`config.mk`:
```
export PLATFORM = sky130hd
export DESIGN_NAME = column_melt_wipe_mapper_flat
export DESIGN_NICKNAME = d
export VERILOG_FILES = /design/src/design/cmw_pkg.sv /design/src/design/cmw_req_if.sv /design/src/design/cmw_res_if.sv /design/src/design/cmw_offset_ram.sv /design/src/design/cmw_col_calc.sv /design/src/design/column_melt_wipe_mapper.sv /design/src/flat_wrapper.sv
export SDC_FILE = /design/constraint.sdc
export NUM_CORES = 2
export LEC_CHECK = 0
export BUFFER_PORTS_ARGS = -buffer_cell sky130_fd_sc_hd__buf_2
export CORE_MARGIN = 1
export CORE_UTILIZATION = 30
export CTS_CLUSTER_DIAMETER = 80
export DETAILED_ROUTE_END_ITERATION = 8
export SYNTH_ARGS = -nofsm -noshare
export SYNTH_HDL_FRONTEND = slang
export SYNTH_SLANG_ARGS = --single-unit
```
`constraint.sdc`:
```
create_clock -name clk -period 15.3 [get_ports clk]
set_input_delay 3.06 -clock clk [delete_from_list [all_inputs] [get_ports clk]]
set_output_delay 3.06 -clock clk [all_outputs]
set_load 0.1 [all_outputs]
```
`src/design/cmw_pkg.sv`:
```
package cmw_pkg;

  localparam int WIDTH     = 128;
  localparam int HEIGHT    = 128;
  localparam int MELT_STEP = 5;

  localparam int COL_W  = $clog2(WIDTH);
  localparam int OFF_W  = 9;
  localparam int ROW_W  = 7;
  localparam int CALC_W = OFF_W + 1;

  typedef logic signed [OFF_W-1:0] offset_t;
  typedef logic signed [CALC_W-1:0] calc_t;

  localparam calc_t   HEIGHT_C     = calc_t'(HEIGHT);
  localparam calc_t   STEP_C       = calc_t'(MELT_STEP);
  localparam calc_t   FAST_LIMIT   = calc_t'(16);
  localparam offset_t SEED_FLOOR   = offset_t'(-16);
  localparam offset_t SEED_RAISED  = offset_t'(-15);

  typedef enum logic [1:0] {
    REQ_SEED  = 2'd0,
    REQ_TICK  = 2'd1,
    REQ_PIXEL = 2'd2
  } req_type_t;

  typedef enum logic [2:0] {
    ST_CLEAR,
    ST_IDLE,
    ST_PIXEL,
    ST_TICK,
    ST_RESULT
  } state_t;

  typedef struct packed {
    logic             done_res;
    logic             from_new;
    logic [ROW_W-1:0] source_row;
  } result_t;

  typedef struct packed {
    offset_t next_offset;
    logic    moved;
  } melt_t;

  // byte mod 3 by summing base-4 digits
  function automatic logic [1:0] mod3_u8(input logic [7:0] v);
    logic [3:0] s;
    logic [2:0] t;
    logic [2:0] u;
    s = 4'(v[7:6]) + 4'(v[5:4]) + 4'(v[3:2]) + 4'(v[1:0]);
    t = 3'(s[3:2]) + 3'(s[1:0]);
    u = (t >= 3'd3) ? t - 3'd3 : t;
    if (u == 3'd3) begin
      u = 3'd0;
    end
    return u[1:0];
  endfunction

endpackage

```
`src/design/cmw_req_if.sv`:
```
interface cmw_req_if;
  import cmw_pkg::*;

  logic             valid;
  logic             ready;
  logic [1:0]       req_type;
  logic [7:0]       random_byte;
  logic [3:0]       tick_count;
  logic [6:0]       column;
  logic [ROW_W-1:0] row;

  modport source (output valid, req_type, random_byte, tick_count, column, row,
                  input ready);
  modport sink (input valid, req_type, random_byte, tick_count, column, row,
                output ready);
endinterface

```
`src/design/cmw_res_if.sv`:
```
interface cmw_res_if;
  import cmw_pkg::*;

  logic             valid;
  logic             ready;
  logic             done_res;
  logic             from_new;
  logic [ROW_W-1:0] source_row;

  modport source (output valid, done_res, from_new, source_row, input ready);
  modport sink (input valid, done_res, from_new, source_row, output ready);
endinterface

```
`src/design/cmw_offset_ram.sv`:
```
module cmw_offset_ram #(
  parameter int DEPTH  = 128,
  parameter int DATA_W = 9
) (
  input  logic                     clk,
  input  logic                     we,
  input  logic [$clog2(DEPTH)-1:0] waddr,
  input  logic [DATA_W-1:0]        wdata,
  input  logic                     re,
  input  logic [$clog2(DEPTH)-1:0] raddr,
  output logic [DATA_W-1:0]        rdata
);

  logic [DATA_W-1:0] mem [DEPTH];

  always_ff @(posedge clk) begin
    if (we) begin
      mem[waddr] <= wdata;
    end
  end

  always_ff @(posedge clk) begin
    if (re) begin
      rdata <= mem[raddr];
    end
  end

endmodule

```
`src/design/cmw_col_calc.sv`:
```
module cmw_col_calc import cmw_pkg::*; (
  input  offset_t          cur_offset,
  input  logic [ROW_W-1:0] row,
  input  logic [7:0]       random_byte,
  input  logic             first_seed,
  input  offset_t          prev_seed,
  output melt_t            melt,
  output result_t          pixel,
  output offset_t          seed_value
);

  calc_t y;
  calc_t dy;
  calc_t sum;
  calc_t row_c;
  offset_t seed_raw;

  assign y     = calc_t'(cur_offset);
  assign row_c = calc_t'({3'b000, row});

  // one melt tick for one column
  always_comb begin
    dy   = (y < FAST_LIMIT) ? y + calc_t'(1) : STEP_C;
    sum  = y + dy;
    melt = '{next_offset: cur_offset, moved: 1'b0};
    if (y < calc_t'(0)) begin
      melt.next_offset = offset_t'(y + calc_t'(1));
      melt.moved       = 1'b1;
    end else if (y < HEIGHT_C) begin
      melt.next_offset = (sum >= HEIGHT_C) ? offset_t'(HEIGHT_C) : offset_t'(sum);
      melt.moved       = 1'b1;
    end
  end

  // pixel source
  always_comb begin
    pixel = '{done_res: 1'b0, from_new: 1'b0, source_row: row};
    if (y > calc_t'(0)) begin
      if (row_c < y) begin
        pixel.from_new = 1'b1;
      end else begin
        pixel.source_row = row - cur_offset[ROW_W-1:0];
      end
    end
  end

  // seed value
  always_comb begin
    if (first_seed) begin
      seed_raw   = -offset_t'({5'b00000, random_byte[3:0]});
      seed_value = seed_raw;
    end else begin
      seed_raw = prev_seed + offset_t'({7'b0000000, mod3_u8(random_byte)})
                 - offset_t'(1);
      if (seed_raw > offset_t'(0)) begin
        seed_value = offset_t'(0);
      end else if (seed_raw == SEED_FLOOR) begin
        seed_value = SEED_RAISED;
      end else begin
        seed_value = seed_raw;
      end
    end
  end

endmodule

```
`src/design/column_melt_wipe_mapper.sv`:
```
// flow: seed/unused items go via the result state to the output register; a pixel item reads its
// offset first; a tick item sweeps WIDTH offsets per tick first, one per cycle, none if tick_count=0
// throughput: one item at a time; next item taken once the result sits in the output register
// reset: synchronous; after reset a clearing sweep writes zero to all WIDTH (128) offsets,
// one per cycle, while no item is taken
module column_melt_wipe_mapper import cmw_pkg::*; (
  input logic       clk,
  input logic       rst,
  cmw_req_if.sink   req,
  cmw_res_if.source res
);

  state_t state, state_next;

  logic [COL_W-1:0] col_cnt, col_cnt_next;
  logic [3:0]       ticks_left, ticks_left_next;
  logic             issue_on, issue_on_next;
  logic             wb_valid, wb_valid_next;
  logic [COL_W-1:0] wb_addr, wb_addr_next;
  logic             moved_acc, moved_acc_next;
  logic [COL_W-1:0] seed_pointer, seed_pointer_next;
  offset_t          previous_seed, previous_seed_next;
  logic [ROW_W-1:0] pix_row, pix_row_next;
  logic             pix_in_range, pix_in_range_next;
  result_t          pend, pend_next;
  result_t          out_res, out_res_next;
  logic             out_valid, out_valid_next;

  logic             we;
  logic [COL_W-1:0] waddr;
  offset_t          wdata;
  logic             re;
  logic [COL_W-1:0] raddr;
  logic [OFF_W-1:0] rdata;

  melt_t            melt;
  result_t          pixel;
  offset_t          seed_value;
  logic             out_free;
  logic             accept;

  cmw_offset_ram #(
    .DEPTH  (WIDTH),
    .DATA_W (OFF_W)
  ) u_ram (
    .clk   (clk),
    .we    (we),
    .waddr (waddr),
    .wdata (wdata),
    .re    (re),
    .raddr (raddr),
    .rdata (rdata)
  );

  cmw_col_calc u_calc (
    .cur_offset  (offset_t'(rdata)),
    .row         ((state == ST_PIXEL) ? pix_row : req.row),
    .random_byte (req.random_byte),
    .first_seed  (seed_pointer == '0),
    .prev_seed   (previous_seed),
    .melt        (melt),
    .pixel       (pixel),
    .seed_value  (seed_value)
  );

  assign out_free       = !out_valid || res.ready;
  assign req.ready      = (state == ST_IDLE);
  assign accept         = req.valid && req.ready;
  assign res.valid      = out_valid;
  assign res.done_res   = out_res.done_res;
  assign res.from_new   = out_res.from_new;
  assign res.source_row = out_res.source_row;

  always_ff @(posedge clk) begin
    if (rst) begin
      state <= ST_CLEAR;
    end else begin
      state <= state_next;
    end
  end

  always_comb begin
    state_next         = state;
    col_cnt_next       = col_cnt;
    ticks_left_next    = ticks_left;
    issue_on_next      = issue_on;
    wb_valid_next      = 1'b0;
    wb_addr_next       = wb_addr;
    moved_acc_next     = moved_acc;
    seed_pointer_next  = seed_pointer;
    previous_seed_next = previous_seed;
    pix_row_next       = pix_row;
    pix_in_range_next  = pix_in_range;
    pend_next          = pend;
    out_res_next       = out_res;
    out_valid_next     = out_valid;
    we                 = 1'b0;
    waddr              = col_cnt;
    wdata              = offset_t'(0);
    re                 = 1'b0;
    raddr              = col_cnt;

    if (out_valid && res.ready) begin
      out_valid_next = 1'b0;
    end

    case (state)
      ST_CLEAR: begin
        we           = 1'b1;
        col_cnt_next = col_cnt + 1'b1;
        if (col_cnt == COL_W'(WIDTH - 1)) begin
          col_cnt_next = '0;
          state_next   = ST_IDLE;
        end
      end

      ST_IDLE: begin
        if (accept) begin
          pend_next  = '0;
          state_next = ST_RESULT;
          case (req_type_t'(req.req_type))
            REQ_SEED: begin
              we                 = 1'b1;
              waddr              = seed_pointer;
              wdata              = seed_value;
              previous_seed_next = seed_value;
              seed_pointer_next  = (seed_pointer == COL_W'(WIDTH - 1)) ? '0
                                   : seed_pointer + 1'b1;
            end
            REQ_TICK: begin
              if (req.tick_count == 4'd0) begin
                pend_next.done_res = 1'b1;
              end else begin
                col_cnt_next    = '0;
                ticks_left_next = req.tick_count;
                issue_on_next   = 1'b1;
                moved_acc_next  = 1'b0;
                state_next      = ST_TICK;
              end
            end
            REQ_PIXEL: begin
              re                = 1'b1;
              raddr             = req.column[COL_W-1:0];
              pix_row_next      = req.row;
              pix_in_range_next = ({1'b0, req.column} < 8'(WIDTH));
              state_next        = ST_PIXEL;
            end
            default: begin
            end
          endcase
        end
      end

      ST_PIXEL: begin
        if (pix_in_range) begin
          pend_next = pixel;
        end else begin
          pend_next = '{done_res: 1'b0, from_new: 1'b0, source_row: pix_row};
        end
        state_next = ST_RESULT;
      end

      ST_TICK: begin
        if (issue_on) begin
          re            = 1'b1;
          raddr         = col_cnt;
          wb_valid_next = 1'b1;
          wb_addr_next  = col_cnt;
          col_cnt_next  = col_cnt + 1'b1;
          if (col_cnt == COL_W'(WIDTH - 1)) begin
            col_cnt_next    = '0;
            ticks_left_next = ticks_left - 4'd1;
            if (ticks_left == 4'd1) begin
              issue_on_next = 1'b0;
            end
          end
        end
        if (wb_valid) begin
          we             = 1'b1;
          waddr          = wb_addr;
          wdata          = melt.next_offset;
          moved_acc_next = moved_acc | melt.moved;
          if (!issue_on) begin
            pend_next  = '{done_res: !(moved_acc | melt.moved), from_new: 1'b0,
                           source_row: '0};
            state_next = ST_RESULT;
          end
        end
      end

      ST_RESULT: begin
        if (out_free) begin
          out_res_next   = pend;
          out_valid_next = 1'b1;
          state_next     = ST_IDLE;
        end
      end

      default: begin
        state_next = ST_IDLE;
      end
    endcase
  end

  always_ff @(posedge clk) begin
    if (rst) begin
      col_cnt       <= '0;
      issue_on      <= 1'b0;
      wb_valid      <= 1'b0;
      seed_pointer  <= '0;
      previous_seed <= offset_t'(0);
      out_valid     <= 1'b0;
    end else begin
      col_cnt       <= col_cnt_next;
      issue_on      <= issue_on_next;
      wb_valid      <= wb_valid_next;
      seed_pointer  <= seed_pointer_next;
      previous_seed <= previous_seed_next;
      out_valid     <= out_valid_next;
    end
  end

  always_ff @(posedge clk) begin
    ticks_left   <= ticks_left_next;
    wb_addr      <= wb_addr_next;
    moved_acc    <= moved_acc_next;
    pix_row      <= pix_row_next;
    pix_in_range <= pix_in_range_next;
    pend         <= pend_next;
    out_res      <= out_res_next;
  end

endmodule

```
`src/flat_wrapper.sv`:
```
// flat-port wrapper written by rule: the top's interface ports become plain ports
module column_melt_wipe_mapper_flat import cmw_pkg::*;
  (clk, rst, req_valid, req_req_type, req_random_byte, req_tick_count, req_column, req_row, req_ready, res_valid, res_done_res, res_from_new, res_source_row, res_ready);
  cmw_req_if req_i ();
  cmw_res_if res_i ();
  input logic clk;
  input logic rst;
  input wire logic [$bits(req_i.valid)-1:0] req_valid;
  input wire logic [$bits(req_i.req_type)-1:0] req_req_type;
  input wire logic [$bits(req_i.random_byte)-1:0] req_random_byte;
  input wire logic [$bits(req_i.tick_count)-1:0] req_tick_count;
  input wire logic [$bits(req_i.column)-1:0] req_column;
  input wire logic [$bits(req_i.row)-1:0] req_row;
  output wire logic [$bits(req_i.ready)-1:0] req_ready;
  output wire logic [$bits(res_i.valid)-1:0] res_valid;
  output wire logic [$bits(res_i.done_res)-1:0] res_done_res;
  output wire logic [$bits(res_i.from_new)-1:0] res_from_new;
  output wire logic [$bits(res_i.source_row)-1:0] res_source_row;
  input wire logic [$bits(res_i.ready)-1:0] res_ready;
  assign req_i.valid = req_valid;
  assign req_i.req_type = req_req_type;
  assign req_i.random_byte = req_random_byte;
  assign req_i.tick_count = req_tick_count;
  assign req_i.column = req_column;
  assign req_i.row = req_row;
  assign req_ready = req_i.ready;
  assign res_valid = res_i.valid;
  assign res_done_res = res_i.done_res;
  assign res_from_new = res_i.from_new;
  assign res_source_row = res_i.source_row;
  assign res_i.ready = res_ready;
  column_melt_wipe_mapper u_core (.clk(clk), .rst(rst), .req(req_i), .res(res_i));
endmodule
```
-- Word-level counts from Yosys, hierarchy flattened
Memory sizes are Yosys's and may differ from the RTL's. A register that Yosys moved wholly into a read port is not among the register bits.
Cells that the tools add are included.
- output and inout port bits: 11
- memory bits (writable): 1152
- memories kept: 1
- register bits after elaboration: 66
- bitwise logic cells: 2
- $lt $le $gt $ge: 8
- $add $sub $neg: 14
- mux-type cells: 77
- reductions and logical operators: 23
- equality and inequality tests: 20
- memory list (memory ; depth ; bits a word ; read ports ; clocked after Yosys merged registers in ; write ports ; RTL line ; source):
    u_core.u_ram.mem ; 128 ; 9 ; 1 ; 1 ; 1 ; cmw_offset_ram.sv:14 ; logic [DATA_W-1:0] mem [DEPTH];
- operators with widths (cell ; count):
    7-bit 2-to-1 mux ; 14
    9-bit 2-to-1 mux ; 10
    10-bit 2-to-1 mux ; 3
    9-bit case mux with 3 select lines ; 1
    1-bit 2-to-1 mux ; 24
    3-bit 2-to-1 mux ; 7
    7-bit case mux with 3 select lines ; 1
    4-bit 2-to-1 mux ; 5
    9-bit by 1-bit greater-than comparator with 1-bit output, second input constant ; 2
    9-bit case mux with 2 select lines ; 1
    3-bit case mux with 5 select lines ; 1
    5-bit AND reduction ; 3
    7-bit by 1-bit adder with 7-bit output, second input constant ; 2
    7-bit == test, second input constant ; 2
    7-bit case mux with 2 select lines ; 1
    9-bit by 10-bit adder with 10-bit output ; 1
    9-bit by 2-bit adder with 10-bit output, second input constant ; 1
    10-bit by 9-bit greater-or-equal comparator with 1-bit output, second input constant ; 1
    2-bit by 1-bit != test with 1-bit output, second input constant ; 5
    9-bit by 3-bit adder with 9-bit output ; 1
    3-bit by 2-bit == test with 1-bit output, second input constant ; 3
    9-bit by 5-bit == test with 1-bit output, second input constant ; 1
    8-bit by 9-bit < comparator with 1-bit output ; 1
    9-bit by 1-bit < comparator with 1-bit output, second input constant ; 1
    other kinds (39) ; 52

-- Depth between registers and ports, before layout
- depth in word-level cells: 18
- gate-level depth with buffers: 28

-- By module
A second synthesis with hierarchy kept.
- cells, all modules: 2403
- area total of the unflattened synthesis: 49781.5 µm²
- by module, submodules not included (module ; sequential area each (µm²) ; instances ; cells an instance ; area each (µm²)):
    cmw_offset_ram ; 34863.4 ; 1 ; 1816 ; 44619.0
    column_melt_wipe_mapper ; 1691.6 ; 1 ; 313 ; 3253.1
    cmw_col_calc ; 0.0 ; 1 ; 274 ; 1909.3

-- Worst setup path after synthesis
Ideal clock, no wire load.
- path type: input-to-reg
- start point: input req_random_byte[1]
- end point: memory u_core.u_ram.mem[0][0], data pin
- cell stages on the path: 28
- slack: 1.051 ns
- path buffers: 0
- arrival: 13.052 ns
- cell sequence: inv_1 fa_1 fa_1 inv_1 ha_1 inv_1 fa_1 inv_1 ha_1 fa_1 ha_1 ha_1 o21ai_0 o21ai_0 nand2_1 ha_1 inv_1 ha_1 inv_1 fa_1 nor2b_1 o31a_1 o21ai_0 nand2b_1 xnor2_1 o31ai_1 a31oi_1 o21ai_0
- cells in the longest elaborated chain, start to end: 16
- elaborated cells between the ends (all ways): 18
- RTL lines (what ; RTL line ; source):
    start: declaration ; flat_wrapper.sv:10 ; input wire logic [$bits(req_i.random_byte)-1:0] req_random_byte;
    4-bit by 2-bit adder with 4-bit output (*) ; cmw_pkg.sv:51 ; s = 4'(v[7:6]) + 4'(v[5:4]) + 4'(v[3:2]) + 4'(v[1:0]);
    2-bit by 2-bit adder with 3-bit output (*) ; cmw_pkg.sv:52 ; t = 3'(s[3:2]) + 3'(s[1:0]);
    3-bit by 2-bit subtractor with 3-bit output or 3-bit by 2-bit greater-or-equal comparator with 1-bit output (tied branches) ; cmw_pkg.sv:53 ; u = (t >= 3'd3) ? t - 3'd3 : t;
    3-bit 2-to-1 mux (*) ; cmw_pkg.sv:53 ;
    3-bit by 2-bit == test with 1-bit output ; cmw_pkg.sv:54 ; if (u == 3'd3) begin
    2-bit 2-to-1 mux (*) ; cmw_pkg.sv:54 ;
    2-bit 2-to-1 mux (*) ; cmw_col_calc.sv:49 ; if (first_seed) begin
    9-bit by 3-bit adder with 9-bit output (*) ; cmw_col_calc.sv:53 ; seed_raw = prev_seed + offset_t'({7'b0000000, mod3_u8(random_byte)})
    9-bit by 2-bit subtractor with 9-bit output (*) ; cmw_col_calc.sv:54 ; - offset_t'(1);
    parallel branches: the longest is 2 deep, another holds 9-bit by 1-bit greater-than comparator with 1-bit output ; -- ;
    9-bit 2-to-1 mux (*) ; cmw_col_calc.sv:55 ; if (seed_raw > offset_t'(0)) begin
    9-bit 2-to-1 mux (*) ; cmw_col_calc.sv:49 ;
    9-bit 2-to-1 mux (*) ; column_melt_wipe_mapper.sv:121 ; case (req_type_t'(req.req_type))
    9-bit 2-to-1 mux (*) ; column_melt_wipe_mapper.sv:118 ; if (accept) begin
    9-bit case mux with 2 select lines (*) ; column_melt_wipe_mapper.sv:107 ; case (state)
    named net u_core.u_ram.wdata[0] ; cmw_offset_ram.sv:8 ; input logic [DATA_W-1:0] wdata,
    end: declaration ; cmw_offset_ram.sv:14 ;
Mark *: on every way through the listed nets, which the timed path passes. The select of a mux whose other input is x is not followed.

-- Final worst setup path
- start point: input req_random_byte[1]
- end point: memory u_core.u_ram.mem[104][0], data pin
The elaborated chain is that of the path after synthesis.

==> impl_metrics.yaml <==
run_status:
  status: "complete, no violations"
power:
  leakage_nw: 18.1
  power_density_nw_per_um2: 145
  ir_worst_vdd_mv: 0.122
routing:
  drc: 0
  drt_wl_total_um: 141000
  drt-initial-drc-count: 3616
  drt_pre_antenna_iters: 5
  ant_nets: 0
  routedWlPerCell_um: 23.6
  via_count: 31700
  vias_per_cell: 5.31
sta:
  whs_ps: 422
  max_freq_ghz: 0.0986
  period_needed_ps: 10140
  fin_skew_ps: 32.4
  finalSetupViolCount: 0
  hold_violations: 0
  drv_slew: 0
  fin_crit_sh: 0.663
  tns_ps: 0
  rsz0062_at_grt: "no"
  relSlewSlack: 0.0947
  setup_ws_ps: 5160
  worst_pin_slew_ps: 1350
synthesis:
  ys_async_sr_fraction: 0
  yosysMostFrequentCell: "edfxtp_1"
  ys.flop_type: "edfxtp_1"
  synth_cell_type_count: 86
  syn_area_um2: 52500
  yosysTopAreaCellShare: 0.685
  synth_commonest_cells: "1198 x edfxtp_1, 328 x nand2_1, 203 x a21oi_1, 203 x nor2_1, 140 x clkbuf_1"
  yosys.area.top_type: "edfxtp_1"
  syn-num-nets: 3628
  synth_area_leaders: "edfxtp_1 69%, mux4_2 4.9%, nand2_1 2.3%, mux2i_1 2.0%, a21oi_1 1.9%"
  avgSynthCellArea_um2: 14.8
  netlist_instances: 3552
  yosysSeqAreaShare: 0.696
  synth-seq-cells: 1227
  synth-edff-count: 1198
  synth_warnings: 0
clocking:
  postCtsSetupRepairBufs: 0
  root_buffer: "clkbuf_16"
  htreeDepth: 3
  cts_made_buffers: 118
  ctsHoldBuffers: 0
  cts_tree: "yes"
  clock_path_buffers: 3
  cts_sinks: 1227
  clock_latency_ps: 730
  clk_pin_slew_ps: 60
  cts_resized: 0
final_layout:
  drive_above_1_share: 0.123
  fill_cells: 16700
  area_growth_syn_to_layout_pct: 12.1
  multi_input_area_um2: 14600
  nNetsFinal: 3635
  finalInstanceArea_um2: 58800
  final_core_util: 0.338
  seqCellArea_um2: 36600
hold_path:
  hold_class: "register to register"
  worstHoldPathCells: 0
  hold_path_startpoint: "u_core.pend[4]"
  holdPathEnd: "u_core.res.source_row[4]"
placed_design:
  dp_slack_ps: 4530
  gp_congestion: 0.817
  dpl_cell_area_um2: 55200
  place_hpwl_um: 83800
  port_buffers: 42
flow_run:
  maxCapViolCount: 0
floorplanning:
  core_um2: 174000
  initial_core_util: 0.302
  die_h_um: 420
  die_area_um2: 177000
  ios: 43
  rows: 153
  die_w_um: 420
critical_path:
  cp_data_arrival_time_ps: 10500
  crit_path_end_kind: "register"
  timing_worst_setup_path_type: "primary input to register"
  start_kind: "primary input"
  r2r-start: "u_core.u_ram.rdata[5]"
  cp_max_fo: 88
  worstPathRequired_ps: 15670
  rr_endpoint: "u_core.u_ram.mem[104][2]"
  rr_worst_depth: 12
  slowest_delay_ps: 880
  critPathSlowestCell: "o21ai_4"
  reg2reg_slack_ps: 8980
grt:
  grt_busiest_layer: "met2"
  grt_pass1_vias: 30500
  grt_pass1_wl_um: 207000
  grt_start_max_net_pins: 89
  gr-usage-met3: 0.0246
  antenna_found_initial: 4
  grt.overflow.total: 0
  grt_usage: 0.156
  grtUsageMet1: 0.217
  grt.met2_usage: 0.250
[power by group]
group | total (mW) | internal, mW | leakage, nW | switching [mW]
Sequential | 3.75 | 3.73 | 10.3 | 0.0249
Clock | 2.80 | 1.55 | 1.76 | 1.25
Combinational | 1.97 | 0.675 | 6.01 | 1.29
[cell usage in the layout (no fill, tap or decap), drive strengths merged, types with 18 or more instances in the layout]
cell type / count
ha: 37
a211oi: 98
nand3: 85
nand2: 330
clkinv: 41
o211ai: 23
edfxtp: 1198
mux4: 114
nand2b: 79
nor3: 38
nor2: 205
nor4: 27
a2111oi: 27
a31oi: 55
a32oi: 29
buf: 132
or3: 18
mux2i: 103
o221ai: 37
nand4: 39
a211o: 65
a311oi: 19
and3: 49
o21ai: 112
clkbuf: 155
o211a: 18
a21oi: 204
a22oi: 37
dfxtp: 29
inv: 64
a21boi: 29
[per-layer routing]
layer,routed length (um),share of wire
met5,0,0
met4,3710,0.026
met3,9920,0.070
met2,66900,0.47
met1,60600,0.43
[layout make-up]
cell class                      count  area share
Timing Repair Buffer              132      0.0151
Multi-Input combinational cell   2022       0.249
Tap cell                         2325      0.0494
Clock buffer                      155      0.0533
Antenna cell                        2   0.0000851
Sequential cell                  1227       0.621
Clock inverter                     55     0.00806
Inverter                           58     0.00374
[sequential cells by signal (all words and copies together), names as in the netlist]
name and flops:
u_core.pix_row 7, u_core.u_ram.mem 1152, u_core.wb_valid 1, u_core.previous_seed 9, u_core.issue_on 1, u_core.moved_acc 1, u_core.col_cnt 7, u_core.ticks_left 4
u_core.res.valid 1, u_core.wb_addr 7, u_core.pend 9, u_core.res.from_new 1, u_core.u_ram.rdata 9, u_core.res.done_res 1, u_core.res.source_row 7, u_core.state 3
u_core.seed_pointer 7
[stage by stage]
| stage | total power, mW | instances |
|---|---|---|
| after floorplan | 5.20 | 3552 |
| after global placement | 5.76 | 5764 |
| after global routing | 8.79 | 5974 |
| after detailed placement | 5.78 | 5764 |
| after CTS | 8.55 | 5974 |
| final | 8.53 | 5976 |
[worst max-delay path by stage]
| stage | cells after the start | from | slack, ps | end |
|---|---|---|---|---|
| floorplan | 28 | req_random_byte[1] | 1050 | u_core.u_ram.mem[0][0] |
| global placement | 30 | req_random_byte[1] | 4640 | u_core.u_ram.mem[61][0] |
| detailed placement | 30 | req_random_byte[1] | 4530 | u_core.u_ram.mem[96][0] |
| CTS | 30 | req_random_byte[1] | 5250 | u_core.u_ram.mem[98][0] |
| global route | 30 | req_random_byte[1] | 4760 | u_core.u_ram.mem[104][0] |
| finish | 30 | req_random_byte[1] | 5160 | u_core.u_ram.mem[104][0] |
[critical path, delay by kind of cell]
kind / cells / cell delay, ps
XOR/XNOR: 1 / 100
AND/OR/NAND/NOR: 3 / 330
buffers and inverters: 8 / 1350
AO/OA/AOI/OAI: 7 / 1850
adder cells (fa/ha/maj): 11 / 3730
[cells by family (layout without fill, tap and decap cells)]
| logic type | count (synthesis) | in the layout | synth area share |
|---|---|---|---|
| AND/OR/NAND/NOR | 907 | 907 | 0.0815 |
| XOR/XNOR | 24 | 24 | 0.00400 |
| AO/OA/AOI/OAI | 829 | 829 | 0.110 |
| other | 0 | 2 | 0 |
| flip-flops | 1227 | 1227 | 0.696 |
| buffers and inverters | 303 | 400 | 0.0282 |
| multiplexers | 218 | 218 | 0.0688 |
| adder cells (fa/ha/maj) | 44 | 44 | 0.0115 |
No activity file was read; power rests on OpenSTA's default activity.
